**src/rtl/core/cmi_pkg.sv**
```systemverilog
// ----------------------------------------------------------------------------
// cmi_pkg
// Shared constants and codes for the colormap interpolation block.
// ----------------------------------------------------------------------------
package cmi_pkg;

  // default sizing
  localparam int DEF_MAX_ENTRIES  = 512;
  localparam int DEF_CHANNEL_BITS = 8;
  localparam int DEF_SAMPLE_BITS  = 16;

  // normalized position: Q0.16 plus one bit so that 1.0 is exact
  localparam int T_FRAC_BITS = 16;
  localparam int T_BITS      = T_FRAC_BITS + 1;

  // smallest usable palette size
  localparam int COUNT_MIN = 2;

  // words held between front and back
  localparam int QUEUE_DEPTH = 4;

  // item operation codes
  localparam logic OP_LOAD = 1'b0;
  localparam logic OP_MAP  = 1'b1;

  // configuration register indexes
  localparam int CFG_IDX_W = 2;
  typedef enum logic [CFG_IDX_W-1:0] {
    CFG_RANGE_LOW   = 2'd0,
    CFG_RANGE_HIGH  = 2'd1,
    CFG_ENTRY_COUNT = 2'd2
  } cfg_reg_t;

endpackage

```
**src/rtl/core/cmi_queue.sv**
```systemverilog
// ----------------------------------------------------------------------------
// cmi_queue
// Small FIFO that decouples the front pipeline from the back pipeline.
// ----------------------------------------------------------------------------
module cmi_queue import cmi_pkg::*; #(
  parameter int WIDTH = 8,
  parameter int DEPTH = QUEUE_DEPTH
) (
  input  logic             clk,
  input  logic             rst,
  input  logic             push,
  input  logic [WIDTH-1:0] push_data,
  output logic             full,
  input  logic             pop,
  output logic [WIDTH-1:0] pop_data,
  output logic             empty
);

  localparam int PTR_W = $clog2(DEPTH);
  localparam int CNT_W = $clog2(DEPTH + 1);

  logic [WIDTH-1:0] slots [DEPTH];
  logic [PTR_W-1:0] wr_ptr;
  logic [PTR_W-1:0] rd_ptr;
  logic [CNT_W-1:0] count;

  assign full     = (count == CNT_W'(DEPTH));
  assign empty    = (count == '0);
  assign pop_data = slots[rd_ptr];

  // pointers and fill level
  always_ff @(posedge clk) begin
    if (rst) begin
      wr_ptr <= '0;
      rd_ptr <= '0;
      count  <= '0;
    end else begin
      if (push) begin
        wr_ptr <= (wr_ptr == PTR_W'(DEPTH - 1)) ? '0 : wr_ptr + 1'b1;
      end
      if (pop) begin
        rd_ptr <= (rd_ptr == PTR_W'(DEPTH - 1)) ? '0 : rd_ptr + 1'b1;
      end
      case ({push, pop})
        2'b10:   count <= count + 1'b1;
        2'b01:   count <= count - 1'b1;
        default: count <= count;
      endcase
    end
  end

  // storage
  always_ff @(posedge clk) begin
    if (push) begin
      slots[wr_ptr] <= push_data;
    end
  end

endmodule

```
**config.mk**
```make
export PLATFORM = sky130hd
export DESIGN_NAME = cmi_queue
export DESIGN_NICKNAME = d
export VERILOG_FILES = /design/src/rtl/core/cmi_pkg.sv /design/src/rtl/core/cmi_queue.sv
export SDC_FILE = /design/constraint.sdc
export NUM_CORES = 1
export LEC_CHECK = 0
export BUFFER_PORTS_ARGS = -buffer_cell sky130_fd_sc_hd__buf_2
export CAP_MARGIN = 20
export CELL_PAD_IN_SITES_DETAIL_PLACEMENT = 1
export CELL_PAD_IN_SITES_GLOBAL_PLACEMENT = 2
export CORE_MARGIN = 2
export CORE_UTILIZATION = 43
export CTS_BUF_LIST = sky130_fd_sc_hd__clkbuf_8
export DETAILED_ROUTE_END_ITERATION = 12
export GPL_ROUTABILITY_DRIVEN = 0
export PLACE_DENSITY_LB_ADDON = 0.1
export REMOVE_ABC_BUFFERS = 1
export SETUP_SLACK_MARGIN = 0.5
export SLEW_MARGIN = 20
export SYNTH_ARGS = -nofsm -noshare
export SYNTH_HDL_FRONTEND = slang
export SYNTH_SLANG_ARGS = --single-unit
```
**constraint.sdc**
```tcl
create_clock -name clk -period 2.2 [get_ports clk]
set_input_delay 0.33 -clock clk [delete_from_list [all_inputs] [get_ports clk]]
set_output_delay 0.33 -clock clk [all_outputs]
set_load 0.01 [all_outputs]
```
After elaboration in Yosys (flattened, before gate mapping)
Memory sizes are Yosys's and may differ from the RTL's. A register that Yosys moved wholly into a read port is not among the register bits.
Cells that the tools add are included.
{"block": "word_totals", "reg_bits": 7, "mem_bits_rw": 32, "input_bits": 12, "out_inout_bits": 10, "elab_cells": 22, "mem_count": 1}
{"block": "op_classes", "addsub": 4, "n_eq_ne": 5, "n_mux": 7, "n_reduce_logical": 2}
{"memory": "slots", "depth": 4, "width": 8, "rd": 1, "rd_ports_with_merged_regs": 1, "wr": 1, "line_no": "cmi_queue.sv:22", "rtl": "logic [WIDTH-1:0] slots [DEPTH];"}
{"operator": "2-bit 2-to-1 mux", "count": 4}
{"operator": "2-bit equality test, second input constant", "count": 3}
{"operator": "3-bit case mux with 2 select lines", "count": 1}
{"operator": "2-bit by 1-bit adder with 2-bit output, second input constant", "count": 2}
{"operator": "3-bit by 1-bit adder with 3-bit output, second input constant", "count": 1}
{"operator": "3-bit equality test, second input constant", "count": 1}
{"operator": "3-bit zero test", "count": 1}
{"operator": "3-bit by 1-bit subtractor with 3-bit output, second input constant", "count": 1}
{"operator": "2-bit by 1-bit equality test with 1-bit output, second input constant", "count": 1}
{"operator": "1-bit 2-to-1 mux", "count": 2}
{"operator": "2-bit nonzero test", "count": 1}

Logic depth before layout (Yosys ltp)
{"block": "depth", "ltp_word": 4, "mapped_depth": 7, "ltp_nobuf": 7}

Worst setup path after synthesis
Ideal clock, no wire load.
{"block": "synth_timing", "kind": "input port to flip-flop", "start": "in push", "end": "reg count[2]", "setup_time_ps": 70, "arrival_time_ps": 1528, "required_ps": 2130, "slack_ps": 602, "stages": 7, "n_path_buf": 0, "path_cell_list": "inv_1 > ha_1 > inv_1 > fa_1 > xor2_1 > or3_1 > a21oi_1"}
{"block": "synth_via", "elab_chain_len": 2}
{"item": "start: declaration", "line_no": "cmi_queue.sv:11", "rtl": "input logic push,"}
{"item": "2-bit by 1-bit equality test with 1-bit output or 2-bit equality test (tied branches)", "line_no": "cmi_queue.sv:44", "rtl": "case ({push, pop})"}
{"item": "3-bit case mux with 2 select lines or 2-bit nonzero test (tied branches)"}
{"item": "end signal: assignment", "line_no": "cmi_queue.sv:45", "rtl": "2'b10: count <= count + 1'b1;"}
{"item": "end signal: assignment", "line_no": "cmi_queue.sv:46", "rtl": "2'b01: count <= count - 1'b1;"}
{"item": "end signal: assignment", "line_no": "cmi_queue.sv:47", "rtl": "default: count <= count;"}
{"item": "end: declaration", "line_no": "cmi_queue.sv:25", "rtl": "logic [CNT_W-1:0] count;"}
Parallel ways exist; a longest one is shown, timed or not.
A chain may end at the register's enable or synchronous reset.

==> run_results.csv <==
group,metric,value,unit
hold_path,whs_endpoint,"slots[2][4]",
routing,vias,789,
floorplan,initial_utilization,0.442,
timing,fin_crit_sh,0.792,
placement,dpl-instance-area,0.00176,mm2
synthesis,synth_top_area_share,0.599,
setup_path,cp-start-kind,"flop",
clock_network,numCtsBuffers,5,
timing,slew_viol_final,0,
timing,hold_ws,0.262,ns
routing,wl_per_cell,15.5,um
global_route,gr-usage-all-layers,0.141,
floorplan,num_rows,22,
synthesis,ys_seq_area_frac,0.711,
hold_path,hp-class,"in2reg",
synthesis,ys_warn_count,0,
setup_path,critical_path_class,"reg2out",
clock_network,cts_setup_buffers,0,
global_route,antenna_found_initial,0,
run,drv_cap,0,
clock_network,cts_sinks,41,
placement,dp_hpwl,1890,um
routing,antenna_left,0,
placement,portBuffers,21,
setup_path,critPathMaxStageDelay,0.52,ns
timing,slew-limit-headroom,0.706,
timing,tightest_slew,0.441,ns
pwr,p_per_area,872,mW/mm2
timing,max_freq,574,MHz
synthesis,syn_inst,90,
floorplan,ios,22,
timing,setup_viol,0,
setup_path,crit_buf_inv,2,
floorplan,die_h,65.1,um
floorplan,die_width,65.1,um
clock_network,clkLatencyLatePin,0.28,ns
pwr,ir_worst_vdd,492,uV
finish,post-route-cell-area,0.00193,mm2
clock_network,ctsRootBufferMaster,"clkbuf_8",
hold_path,hp-start,"push_data[4]",
setup_path,cp_top_family,"multiplexers",
clock_network,htree_levels,2,
global_route,grt_start_max_net_pins,13,
setup_path,worstPathCellList,"buf_12 -> mux4_2 -> buf_6",
clock_network,clock_path_buffers,2,
timing,finClkSkew,0.00411,ns
routing,firstDrtPassIters,3,
setup_path,r2r_slack,0.64,ns
routing,drtIter0Drc,13,
setup_path,worstSetupEndpointType,"output port",
routing,routed_wl,2570,um
synthesis,netlist_top_cells_area,"edfxtp_1 (60%), dfxtp_1 (11%), mux4_2 (11%)",
finish,nFillCells,377,
routing,drc,0,
pwr,p_leak,0.718,nW
setup_path,path_max_fanout,8,
finish,drive_gt1_frac,0.322,
timing,rsz0062_at_grt,"true",
setup_path,crit_required,1.87,ns
finish,diodes,0,
setup_path,r2r_start,"count[0]",
timing,setup-tns-final,0,ns
setup_path,cp.arrival,1.41,ns
global_route,grt_overflow,0,
clock_network,ctsHoldBuffers,0,
floorplan,die-area,0.00424,mm2
hold_path,min_path_cells,1,
finish,syn_to_final_growth,20.2,%
finish,final_nets,136,
synthesis,synth-seq-cells,41,
setup_path,reg2reg_depth,5,
status,status,"finished, final reports clean",
finish,fin_util,0.531,
timing,hold_viol,0,
clock_network,cts_tree,"yes",
setup_path,slowest_stage,"mux4_2",
global_route,grt_pass1_wl,4170,um
clock_network,clk_pin_slew,0.07,ns
timing,period_minus_slack,1.74,ns
routing,viasPerCell,4.75,
synthesis,synth_top_area_cell,"edfxtp_1",
synthesis,avgSynthCellArea,17.8,um2
synthesis,ys_types,18,
floorplan,core_region_area,0.00363,mm2
global_route,grt_pass1_vias,856,
setup_path,r2r-end,"count[2]",
synthesis,synth_area,0.00161,mm2
worst reg2reg max path, delay by kind of cell (launching register included):
family | cells | cell delay, ns
fa+ha+maj | 1 | 0.44
flops | 1 | 0.37
simple gates | 1 | 0.30
xor+xnor | 1 | 0.16
compound gates | 1 | 0.14
buf+inv | 1 | 0.09
registers in the layout, summed over array words and instances (netlist names), named ones only:
name    count
slots      32
wr_ptr      2
count       3
rd_ptr      2
cell usage after synthesis:
cell	n
edfxtp_1	32
dfxtp_1	9
mux4_2	8
inv_1	7
nor2_1	7
ha_1	6
a21oi_1	4
and2_1	4
mux2i_1	2
nor3b_1	2
xor2_1	2
and3_1	1
buf_6	1
clkbuf_2	1
fa_1	1
nor3_1	1
o21ai_0	1
or3_1	1
layout make-up:
class,count,area (um2),share of cell area
clock inverters,2,33.8,0.0175
clock buffers,6,82.6,0.0428
well taps,48,60.1,0.0311
multi-input cells,40,422,0.219
flip-flops and latches,41,1140,0.592
repair buffers,22,163,0.0843
inverters,7,26.3,0.0136
timing repair:
item,CTS,global route
gates resized for setup,4,6
setup endpoints to repair,8,8
gates cloned,0,0
stage by stage:
| stage | setup slack [ns] | cells | total power [mW] |
|---|---|---|---|
| after floorplan | 0.602 | 88 | 1.01 |
| after global placement | 0.418 | 158 | 1.08 |
| after detailed placement | 0.357 | 158 | 1.09 |
| after CTS | 0.418 | 166 | 1.69 |
| after global routing | 0.398 | 166 | 1.76 |
| final | 0.457 | 166 | 1.68 |
kinds of logic after synthesis:
logic type               count (synthesis)  share of synthesized area
XOR/XNOR                                 2                     0.0109
AO/OA/AOI/OAI                            5                     0.0156
AND/OR/NAND/NOR                         16                     0.0522
multiplexers                            10                      0.125
flip-flops                              41                      0.711
buffers and inverters                    9                     0.0265
adder cells (fa/ha/maj)                  7                     0.0592
worst max path at each step:
stage          cells past startpoint  slack [ns]  startpoint          end
2_1_floorplan                      7        0.60        push     count[2]
3_3_place_gp                       8        0.42        push     count[2]
3_5_place_dp                       8        0.36        push     count[2]
4_1_cts                            3        0.42        flop  pop_data[6]
5_1_grt                            3        0.40        flop  pop_data[2]
6_report                           3        0.46        flop  pop_data[0]
metal layers:
metal	track usage	part of all wire
met2	0.250	0.53
met1	0.161	0.43
met3	0.0325	0.029
met5	0	0
met4	0.0703	0.014
power by group:
part	leakage, nW	internal, mW	switching, mW	total [mW]
sequential	0.368	0.876	0.0220	0.898
combinational	0.287	0.0999	0.0897	0.190
clock	0.0626	0.365	0.231	0.596
layout by cell type (no fill, tap or decap):
master,instances
a21oi_1,4
and3_1,1
ha_1,6
nor2_1,7
nor3_1,1
edfxtp_1,32
dfxtp_2,1
and2_1,4
fa_1,1
inv_1,8
mux4_2,8
bufinv_16,1
o21ai_0,1
xor2_1,2
buf_12,1
mux2i_1,2
dfxtp_1,8
or3_1,1
clkbuf_8,6
buf_6,6
buf_2,15
nor3b_1,2
Note: power is estimated with default switching activity, not from simulation.
