[src/rtl/core/cmi_pkg.sv]
// ----------------------------------------------------------------------------
// cmi_pkg
// Shared constants and codes for the colormap interpolation block.
// ----------------------------------------------------------------------------
package cmi_pkg;

  // default sizing
  localparam int DEF_MAX_ENTRIES  = 512;
  localparam int DEF_CHANNEL_BITS = 8;
  localparam int DEF_SAMPLE_BITS  = 16;

  // normalized position: Q0.16 plus one bit so that 1.0 is exact
  localparam int T_FRAC_BITS = 16;
  localparam int T_BITS      = T_FRAC_BITS + 1;

  // smallest usable palette size
  localparam int COUNT_MIN = 2;

  // words held between front and back
  localparam int QUEUE_DEPTH = 4;

  // item operation codes
  localparam logic OP_LOAD = 1'b0;
  localparam logic OP_MAP  = 1'b1;

  // configuration register indexes
  localparam int CFG_IDX_W = 2;
  typedef enum logic [CFG_IDX_W-1:0] {
    CFG_RANGE_LOW   = 2'd0,
    CFG_RANGE_HIGH  = 2'd1,
    CFG_ENTRY_COUNT = 2'd2
  } cfg_reg_t;

endpackage

[src/rtl/core/cmi_channels.sv]
// ----------------------------------------------------------------------------
// cmi_channels
// Valid/ready channels: command words in, color words out.
// ----------------------------------------------------------------------------
interface cmi_cmd_if import cmi_pkg::*; #(
  parameter int SLOT_W       = $clog2(DEF_MAX_ENTRIES),
  parameter int CHANNEL_BITS = DEF_CHANNEL_BITS,
  parameter int SAMPLE_BITS  = DEF_SAMPLE_BITS
);
  logic                          valid;
  logic                          ready;
  logic                          operation;
  logic [SLOT_W-1:0]             entry_slot;
  logic [CHANNEL_BITS-1:0]       entry_red;
  logic [CHANNEL_BITS-1:0]       entry_green;
  logic [CHANNEL_BITS-1:0]       entry_blue;
  logic signed [SAMPLE_BITS-1:0] sample;

  modport source (output valid, operation, entry_slot, entry_red, entry_green,
                  entry_blue, sample, input ready);
  modport sink   (input valid, operation, entry_slot, entry_red, entry_green,
                  entry_blue, sample, output ready);
endinterface


[src/rtl/core/cmi_front.sv]
// ----------------------------------------------------------------------------
// cmi_front
// Accepts command words, classifies them against the configured range and
// runs the pipelined divider that yields the normalized position t.
// ----------------------------------------------------------------------------
module cmi_front import cmi_pkg::*; #(
  parameter int MAX_ENTRIES  = DEF_MAX_ENTRIES,
  parameter int CHANNEL_BITS = DEF_CHANNEL_BITS,
  parameter int SAMPLE_BITS  = DEF_SAMPLE_BITS,
  localparam int IDX_W  = $clog2(MAX_ENTRIES),
  localparam int ITEM_W = 2 + IDX_W + 3 * CHANNEL_BITS + T_BITS
) (
  input  logic                          clk,
  input  logic                          rst,
  cmi_cmd_if.sink                       cmd,
  input  logic signed [SAMPLE_BITS-1:0] range_low,
  input  logic signed [SAMPLE_BITS-1:0] range_high,
  input  logic                          q_full,
  output logic                          push,
  output logic [ITEM_W-1:0]             push_data
);

  localparam int NSTG = T_FRAC_BITS;

  // one divider stage's contents
  typedef struct packed {
    logic                    is_load;
    logic [IDX_W-1:0]        slot;
    logic [CHANNEL_BITS-1:0] r;
    logic [CHANNEL_BITS-1:0] g;
    logic [CHANNEL_BITS-1:0] b;
    logic                    err;
    logic                    sat;
    logic                    divide;
    logic [SAMPLE_BITS-1:0]  rem;
    logic [SAMPLE_BITS-1:0]  span;
    logic [T_FRAC_BITS-1:0]  quo;
  } stage_t;

  // word handed to the back end
  typedef struct packed {
    logic                    is_load;
    logic [IDX_W-1:0]        slot;
    logic [CHANNEL_BITS-1:0] r;
    logic [CHANNEL_BITS-1:0] g;
    logic [CHANNEL_BITS-1:0] b;
    logic                    err;
    logic [T_BITS-1:0]       t;
  } item_t;

  logic   vld [0:NSTG];
  stage_t st  [0:NSTG];
  stage_t st_d [0:NSTG];
  stage_t cls;
  logic   adv;
  item_t  item;

  // whole pipe moves unless the last word cannot enter the queue
  assign adv       = !vld[NSTG] || !q_full;
  assign cmd.ready = adv;
  assign push      = vld[NSTG] && !q_full;

  // classify: range check, clamp, and divider operands
  always_comb begin
    logic signed [SAMPLE_BITS:0] smp_x;
    logic signed [SAMPLE_BITS:0] low_x;
    logic signed [SAMPLE_BITS:0] high_x;
    logic signed [SAMPLE_BITS:0] diff;
    logic signed [SAMPLE_BITS:0] span;
    logic                        zero;
    smp_x  = {cmd.sample[SAMPLE_BITS-1], cmd.sample};
    low_x  = {range_low[SAMPLE_BITS-1], range_low};
    high_x = {range_high[SAMPLE_BITS-1], range_high};
    diff   = smp_x - low_x;
    span   = high_x - low_x;

    cls.is_load = (cmd.operation == OP_LOAD);
    cls.slot    = cmd.entry_slot;
    cls.r       = cmd.entry_red;
    cls.g       = cmd.entry_green;
    cls.b       = cmd.entry_blue;
    cls.err     = span[SAMPLE_BITS] || (span == '0);
    zero        = cls.err || diff[SAMPLE_BITS] || (diff == '0);
    cls.sat     = !zero && (diff >= span);
    cls.divide  = !zero && !cls.sat;
    cls.rem     = diff[SAMPLE_BITS-1:0];
    cls.span    = span[SAMPLE_BITS-1:0];
    cls.quo     = '0;
  end

  // restoring divider: one quotient bit per stage
  always_comb begin
    logic [SAMPLE_BITS:0] shf;
    logic [SAMPLE_BITS:0] sub;
    st_d[0] = cls;
    for (int k = 1; k <= NSTG; k++) begin
      st_d[k] = st[k-1];
      shf     = {st[k-1].rem, 1'b0};
      sub     = shf - {1'b0, st[k-1].span};
      if (shf >= {1'b0, st[k-1].span}) begin
        st_d[k].rem = sub[SAMPLE_BITS-1:0];
        st_d[k].quo = {st[k-1].quo[T_FRAC_BITS-2:0], 1'b1};
      end else begin
        st_d[k].rem = shf[SAMPLE_BITS-1:0];
        st_d[k].quo = {st[k-1].quo[T_FRAC_BITS-2:0], 1'b0};
      end
    end
  end

  // stage valid bits
  always_ff @(posedge clk) begin
    if (rst) begin
      for (int k = 0; k <= NSTG; k++) begin
        vld[k] <= 1'b0;
      end
    end else if (adv) begin
      vld[0] <= cmd.valid;
      for (int k = 1; k <= NSTG; k++) begin
        vld[k] <= vld[k-1];
      end
    end
  end

  // stage payload
  always_ff @(posedge clk) begin
    if (adv) begin
      for (int k = 0; k <= NSTG; k++) begin
        st[k] <= st_d[k];
      end
    end
  end

  // final position: 0, exactly 1.0, or the quotient
  always_comb begin
    item.is_load = st[NSTG].is_load;
    item.slot    = st[NSTG].slot;
    item.r       = st[NSTG].r;
    item.g       = st[NSTG].g;
    item.b       = st[NSTG].b;
    item.err     = st[NSTG].err;
    if (st[NSTG].sat) begin
      item.t = {1'b1, {T_FRAC_BITS{1'b0}}};
    end else if (st[NSTG].divide) begin
      item.t = {1'b0, st[NSTG].quo};
    end else begin
      item.t = '0;
    end
  end

  assign push_data = item;

endmodule

[src/flat_wrapper.sv]
// flat-port wrapper written by rule: the top's interface ports become plain ports
module cmi_front_flat import cmi_pkg::*;
#(
  parameter int MAX_ENTRIES  = DEF_MAX_ENTRIES,
  parameter int CHANNEL_BITS = DEF_CHANNEL_BITS,
  parameter int SAMPLE_BITS  = DEF_SAMPLE_BITS,
  localparam int IDX_W  = $clog2(MAX_ENTRIES),
  localparam int ITEM_W = 2 + IDX_W + 3 * CHANNEL_BITS + T_BITS
)
  (clk, rst, range_low, range_high, q_full, push, push_data, cmd_valid, cmd_operation, cmd_entry_slot, cmd_entry_red, cmd_entry_green, cmd_entry_blue, cmd_sample, cmd_ready);
  cmi_cmd_if #(.CHANNEL_BITS(CHANNEL_BITS), .SAMPLE_BITS(SAMPLE_BITS)) cmd_i ();
  input  logic clk;
  input  logic rst;
  input  logic signed [SAMPLE_BITS-1:0] range_low;
  input  logic signed [SAMPLE_BITS-1:0] range_high;
  input  logic q_full;
  output logic push;
  output logic [ITEM_W-1:0] push_data;
  input wire logic [$bits(cmd_i.valid)-1:0] cmd_valid;
  input wire logic [$bits(cmd_i.operation)-1:0] cmd_operation;
  input wire logic [$bits(cmd_i.entry_slot)-1:0] cmd_entry_slot;
  input wire logic [$bits(cmd_i.entry_red)-1:0] cmd_entry_red;
  input wire logic [$bits(cmd_i.entry_green)-1:0] cmd_entry_green;
  input wire logic [$bits(cmd_i.entry_blue)-1:0] cmd_entry_blue;
  input wire logic [$bits(cmd_i.sample)-1:0] cmd_sample;
  output wire logic [$bits(cmd_i.ready)-1:0] cmd_ready;
  assign cmd_i.valid = cmd_valid;
  assign cmd_i.operation = cmd_operation;
  assign cmd_i.entry_slot = cmd_entry_slot;
  assign cmd_i.entry_red = cmd_entry_red;
  assign cmd_i.entry_green = cmd_entry_green;
  assign cmd_i.entry_blue = cmd_entry_blue;
  assign cmd_i.sample = cmd_sample;
  assign cmd_ready = cmd_i.ready;
  cmi_front #(.MAX_ENTRIES(MAX_ENTRIES), .CHANNEL_BITS(CHANNEL_BITS), .SAMPLE_BITS(SAMPLE_BITS)) u_core (.clk(clk), .rst(rst), .cmd(cmd_i), .range_low(range_low), .range_high(range_high), .q_full(q_full), .push(push), .push_data(push_data));
endmodule
[config.mk]
export PLATFORM = sky130hd
export DESIGN_NAME = cmi_front_flat
export DESIGN_NICKNAME = d
export VERILOG_FILES = /design/src/rtl/core/cmi_pkg.sv /design/src/rtl/core/cmi_channels.sv /design/src/rtl/core/cmi_front.sv /design/src/flat_wrapper.sv
export SDC_FILE = /design/constraint.sdc
export NUM_CORES = 2
export LEC_CHECK = 0
export ABC_AREA = 0
export BUFFER_PORTS_ARGS = -buffer_cell sky130_fd_sc_hd__clkbuf_2
export CORE_ASPECT_RATIO = 0.8
export CORE_MARGIN = 5
export CORE_UTILIZATION = 40
export DETAILED_ROUTE_END_ITERATION = 10
export HOLD_SLACK_MARGIN = 0.08
export SLEW_MARGIN = 5
export SYNTH_ARGS = -nofsm -noshare
export SYNTH_HDL_FRONTEND = slang
export SYNTH_SLANG_ARGS = --single-unit
[constraint.sdc]
create_clock -name clk -period 56.2 [get_ports clk]
set_clock_uncertainty 0.15 [all_clocks]
set_input_delay 11.24 -clock clk [delete_from_list [all_inputs] [get_ports clk]]
set_output_delay 11.24 -clock clk [all_outputs]
set_load 0.05 [all_outputs]
Word level (Yosys, flattened, before mapping)
Memory sizes are Yosys's and may differ from the RTL's.
Cells that the tools add are included.
{"block": "word_totals", "mem_bits_rw": 1462, "reg_bits": 0, "inputBits": 86, "output_inout_bits": 54, "word_cells": 125, "n_memories": 2}
{"memory": "u_core.st", "depth": 17, "width": 85, "read_ports": 17, "rd_ports_with_merged_regs": 0, "wr": 17, "line": "cmi_front.sv:52", "rtl": "stage_t st [0:NSTG];"}
{"memory": "u_core.vld", "depth": 17, "width": 1, "read_ports": 17, "rd_ports_with_merged_regs": 0, "wr": 17, "line": "cmi_front.sv:51", "rtl": "logic vld [0:NSTG];"}
{"block": "classes", "reduce_logical": 13, "n_lt_le_gt_ge": 17, "addsub": 18, "mux": 57, "bitwise_logic": 18}
{"op": "$ge 17x16->1", "n": 16}
{"op": "$mux 16", "n": 17}
{"op": "$sub 16x16->16", "n": 16}
{"op": "$mux 1", "n": 39}
{"op": "$logic_not 17->1", "n": 2}
{"op": "$sub 16x16->17", "n": 2}
{"op": "$ge 17x17->1", "n": 1}
{"op": "$mux 17", "n": 1}
{"op": "$or 1x1->1", "n": 17}
{"op": "$logic_not 1->1", "n": 4}
{"op": "$logic_or 1x1->1", "n": 4}
{"op": "$logic_and 1x1->1", "n": 3}
{"op": "$not 1->1", "n": 1}

Depth between registers and ports, before layout
{"block": "logic_depth", "depth_word": 9, "ltp_mapped": 17, "depth_no_buf": 17}

Worst setup path after synthesis
No wires, ideal clock.
{"block": "synth_timing", "path_type": "input-to-output", "from": "input port q_full", "to": "output port cmd_ready", "n_path_buf": 0, "t_arrival_ns": 38.317, "path_slack_ns": 6.493, "stages": 1, "required_time_ns": 44.810, "path_cell_list": "nand2_1"}
{"block": "synth_via", "elab_chain_len": 2}
{"item": "start, declared", "line": "flat_wrapper.sv:16", "rtl": "input logic q_full;"}
{"item": "$logic_not 1->1", "line": "cmi_front.sv:59", "rtl": "assign adv = !vld[NSTG] || !q_full;"}
{"item": "$logic_or 1x1->1", "line": "cmi_front.sv:59"}
{"item": "end, declared", "line": "flat_wrapper.sv:26", "rtl": "output wire logic [$bits(cmd_i.ready)-1:0] cmd_ready;"}
Every way passes these cells.

Final worst setup path
Ends and elaborated chain as after synthesis.

==> results.cfg <==
[outcome]
status = completed

[synthesis]
synthArstFlopShare_pct = 0
synth_edf_count = 1294
synth-seq-cells = 1294
syn_area_um2 = 55700
synth-main-ff-cell = edfxtp_1
netlist_instances = 3841
synth_nets = 4247
synth_top_area_cell = edfxtp_1
yosysWarnings = 0
ys_types = 73
synth_area_leaders = edfxtp_1 (70%), ha_1 (6.8%), inv_1 (2.5%), a21oi_1 (1.9%), o21ai_0 (1.9%)
avgSynthCellArea_um2 = 14.5
synth_top_area_share_pct = 69.8
ys_seq_area_share_pct = 69.8

[floorplanning]
pin_count = 140
chipWidth_um = 427
die_h_um = 344
start_util_pct = 40.3
core_um2 = 138000
rows = 122
die_area_um2 = 147000

[worst_setup_path]
crit_top_cell = clkbuf_2
ff2ff_path_depth = 10
r2r_end = u_core.st[5][38]
cp-start-kind = input port
cp_data_required_time_ps = 44810
r2r_slack_ps = 51650
path_delay_family = buffers and inverters
end_kind = output pin
worstPathArrival_ps = 12010
r2r-start = u_core.st[4][102]
cp_cell_sequence = clkbuf_2, nand2_4, clkbuf_2
cp_num_buf_inv = 2
criticalPathCategory = input port to output pin
critPathMaxStageDelay_ps = 350
worst-path-max-fanout = 8
crit_path_top_delay_cell = clkbuf_2

[placed_design]
place_congestion = 0.830
hpwlAfterDp_mm = 63.5
place_ws_ps = 32770
io_buffer_count = 139
dp.cells = 5768

[cells_and_area]
final-seq-area_um2 = 38900
nNetsFinal = 4452
n_antenna_cell = 0
mostFrequentLayoutCell = edfxtp_1
fin_cells = 6008
fillers = 12300
layout_common_cells = edfxtp_1 (1,294), inv_1 (365), ha_1 (303)
drive_gt1_share_pct = 11.7
multi_input_comb_area_um2 = 15000
synthToLayoutAreaGrowth_pct = 12.6

[sta]
worstMarginPinSlew_ps = 1130
whs_ps = 259
worst_slack_ps = 32800
setup_viol = 0
fin_crit_sh_pct = 41.6
tns_ps = 0
final_hold_viol_count = 0
rsz0062_at_grt = false
fmax_mhz = 42.7
fin_crit_ps = 23400
relSlewSlack_pct = 24.8
final_max_slew_viol_count = 0

[grt]
overflow = 0
grt_pass1_vias = 28800
grtUsageTotal_pct = 12.8
antenna_found_initial = 3
grt_max_degree = 194
grt_pass1_wl_mm = 152

[worst_hold_path]
hold_end = u_core.st[6][153]
min_delay_path_depth = 0
min_path_type = flip-flop to flip-flop
hp-start = u_core.st[6][68]

[cts]
cts_hold_buf = 0
path_clk_slew_ps = 60
cts_sinks = 1294
cts_tree = done
post_cts.repair.setup_buffers = 0
clock_latency_ps = 760
clockBufferDepth = 3
cts_resized = 0
htreeDepth = 4
root_buffer = clkbuf_16
cts_buffers = 136

[pwr]
powerDensity_nw_per_um2 = 56.4
vdd_drop_max_uv = 35.3
leakage_nw = 24.8

[routing]
wirelength_mm = 93.9
drtPass1Iterations = 5
drt_iter0_drc = 2409
drc = 0
vias = 29300
ant_nets = 0
wl_per_cell_um = 15.6
viasPerCell = 4.87

[flow_run]
maxCapViolations = 0
## Yosys cell counts, types with 10 or more instances
master,n
nand2_1,221
inv_1,365
a21oi_1,206
o21a_1,35
nor2_1,208
a31oi_1,10
xor2_1,73
and2_1,40
nor2b_1,50
nor3_1,55
and3_1,10
ha_1,303
o21ai_0,206
xnor2_1,114
nand4_1,45
o311a_1,12
a21boi_0,11
nand2b_1,47
buf_2,12
o31ai_1,16
buf_4,36
fa_1,17
a211oi_1,23
mux2_2,81
o22ai_1,11
or2_2,30
o21bai_1,20
a21o_1,59
nor4_1,14
o2111ai_1,12
nand3_1,53
edfxtp_1,1294
clkbuf_1,40
## through the flow
step / total power, mW / utilization, % / area [um^2]
detailed placement: 2.69 / 42.2 / 58400
global placement: 2.66 / 42.2 / 58400
CTS: 3.58 / 45.4 / 62700
finish: 3.54 / 45.4 / 62700
global route: 3.79 / 45.4 / 62700
floorplan: 2.39 / - / 55700
## cell families (layout without fill, tap and decap cells)
kind of cell / Yosys count / count (layout) / share of synthesized area (%)
flip-flops: 1294 / 1294 / 69.8
AND/OR/NAND/NOR: 806 / 806 / 6.98
AO/OA/AOI/OAI: 689 / 689 / 7.71
buffers and inverters: 456 / 763 / 3.40
adder cells (fa/ha/maj): 320 / 320 / 7.42
XOR/XNOR: 187 / 187 / 2.94
multiplexers: 89 / 89 / 1.78
## where the power goes
| group | switching [mW] | total [mW] | internal [mW] |
|---|---|---|---|
| Clock | 0.364 | 0.863 | 0.499 |
| Sequential | 0.105 | 1.48 | 1.38 |
| Combinational | 0.670 | 1.19 | 0.524 |
## cell type report
class	count	area share, %
clock buffer	167	5.78
inverter	365	2.18
sequential	1294	61.9
tap	1860	3.71
timing repair buffer	158	1.40
multi-input combinational	2091	23.9
clock inverter	73	1.09
## layer usage
layer	track usage, %	part of all wire (%)
met2	19.4	45
met5	0	0.014
met3	2.83	4.3
met4	4.50	2.6
met1	18.2	49
## how the worst max path moves through the flow
stage                 to  depth (start not counted)  startpoint  slack, ps
6_report       cmd_ready                          3      q_full      32800
5_1_grt        cmd_ready                          3      q_full      32750
4_1_cts        cmd_ready                          3      q_full      32770
3_5_place_dp   cmd_ready                          3      q_full      32770
3_3_place_gp   cmd_ready                          3      q_full      32770
2_1_floorplan  cmd_ready                          1      q_full       6490
## sequential cells by signal, summed over array words and instances (netlist names)
register    count
u_core.st    1277
u_core.vld     17
## worst register-to-register path, delay by kind of cell, from the launching register on
kind                     cells  cell delay, ps
AO/OA/AOI/OAI                5            1910
buffers and inverters        1              60
flip-flops                   1             410
multiplexers                 1             560
AND/OR/NAND/NOR              2             890
adder cells (fa/ha/maj)      1             300
No activity file was read; power rests on OpenSTA's default activity.
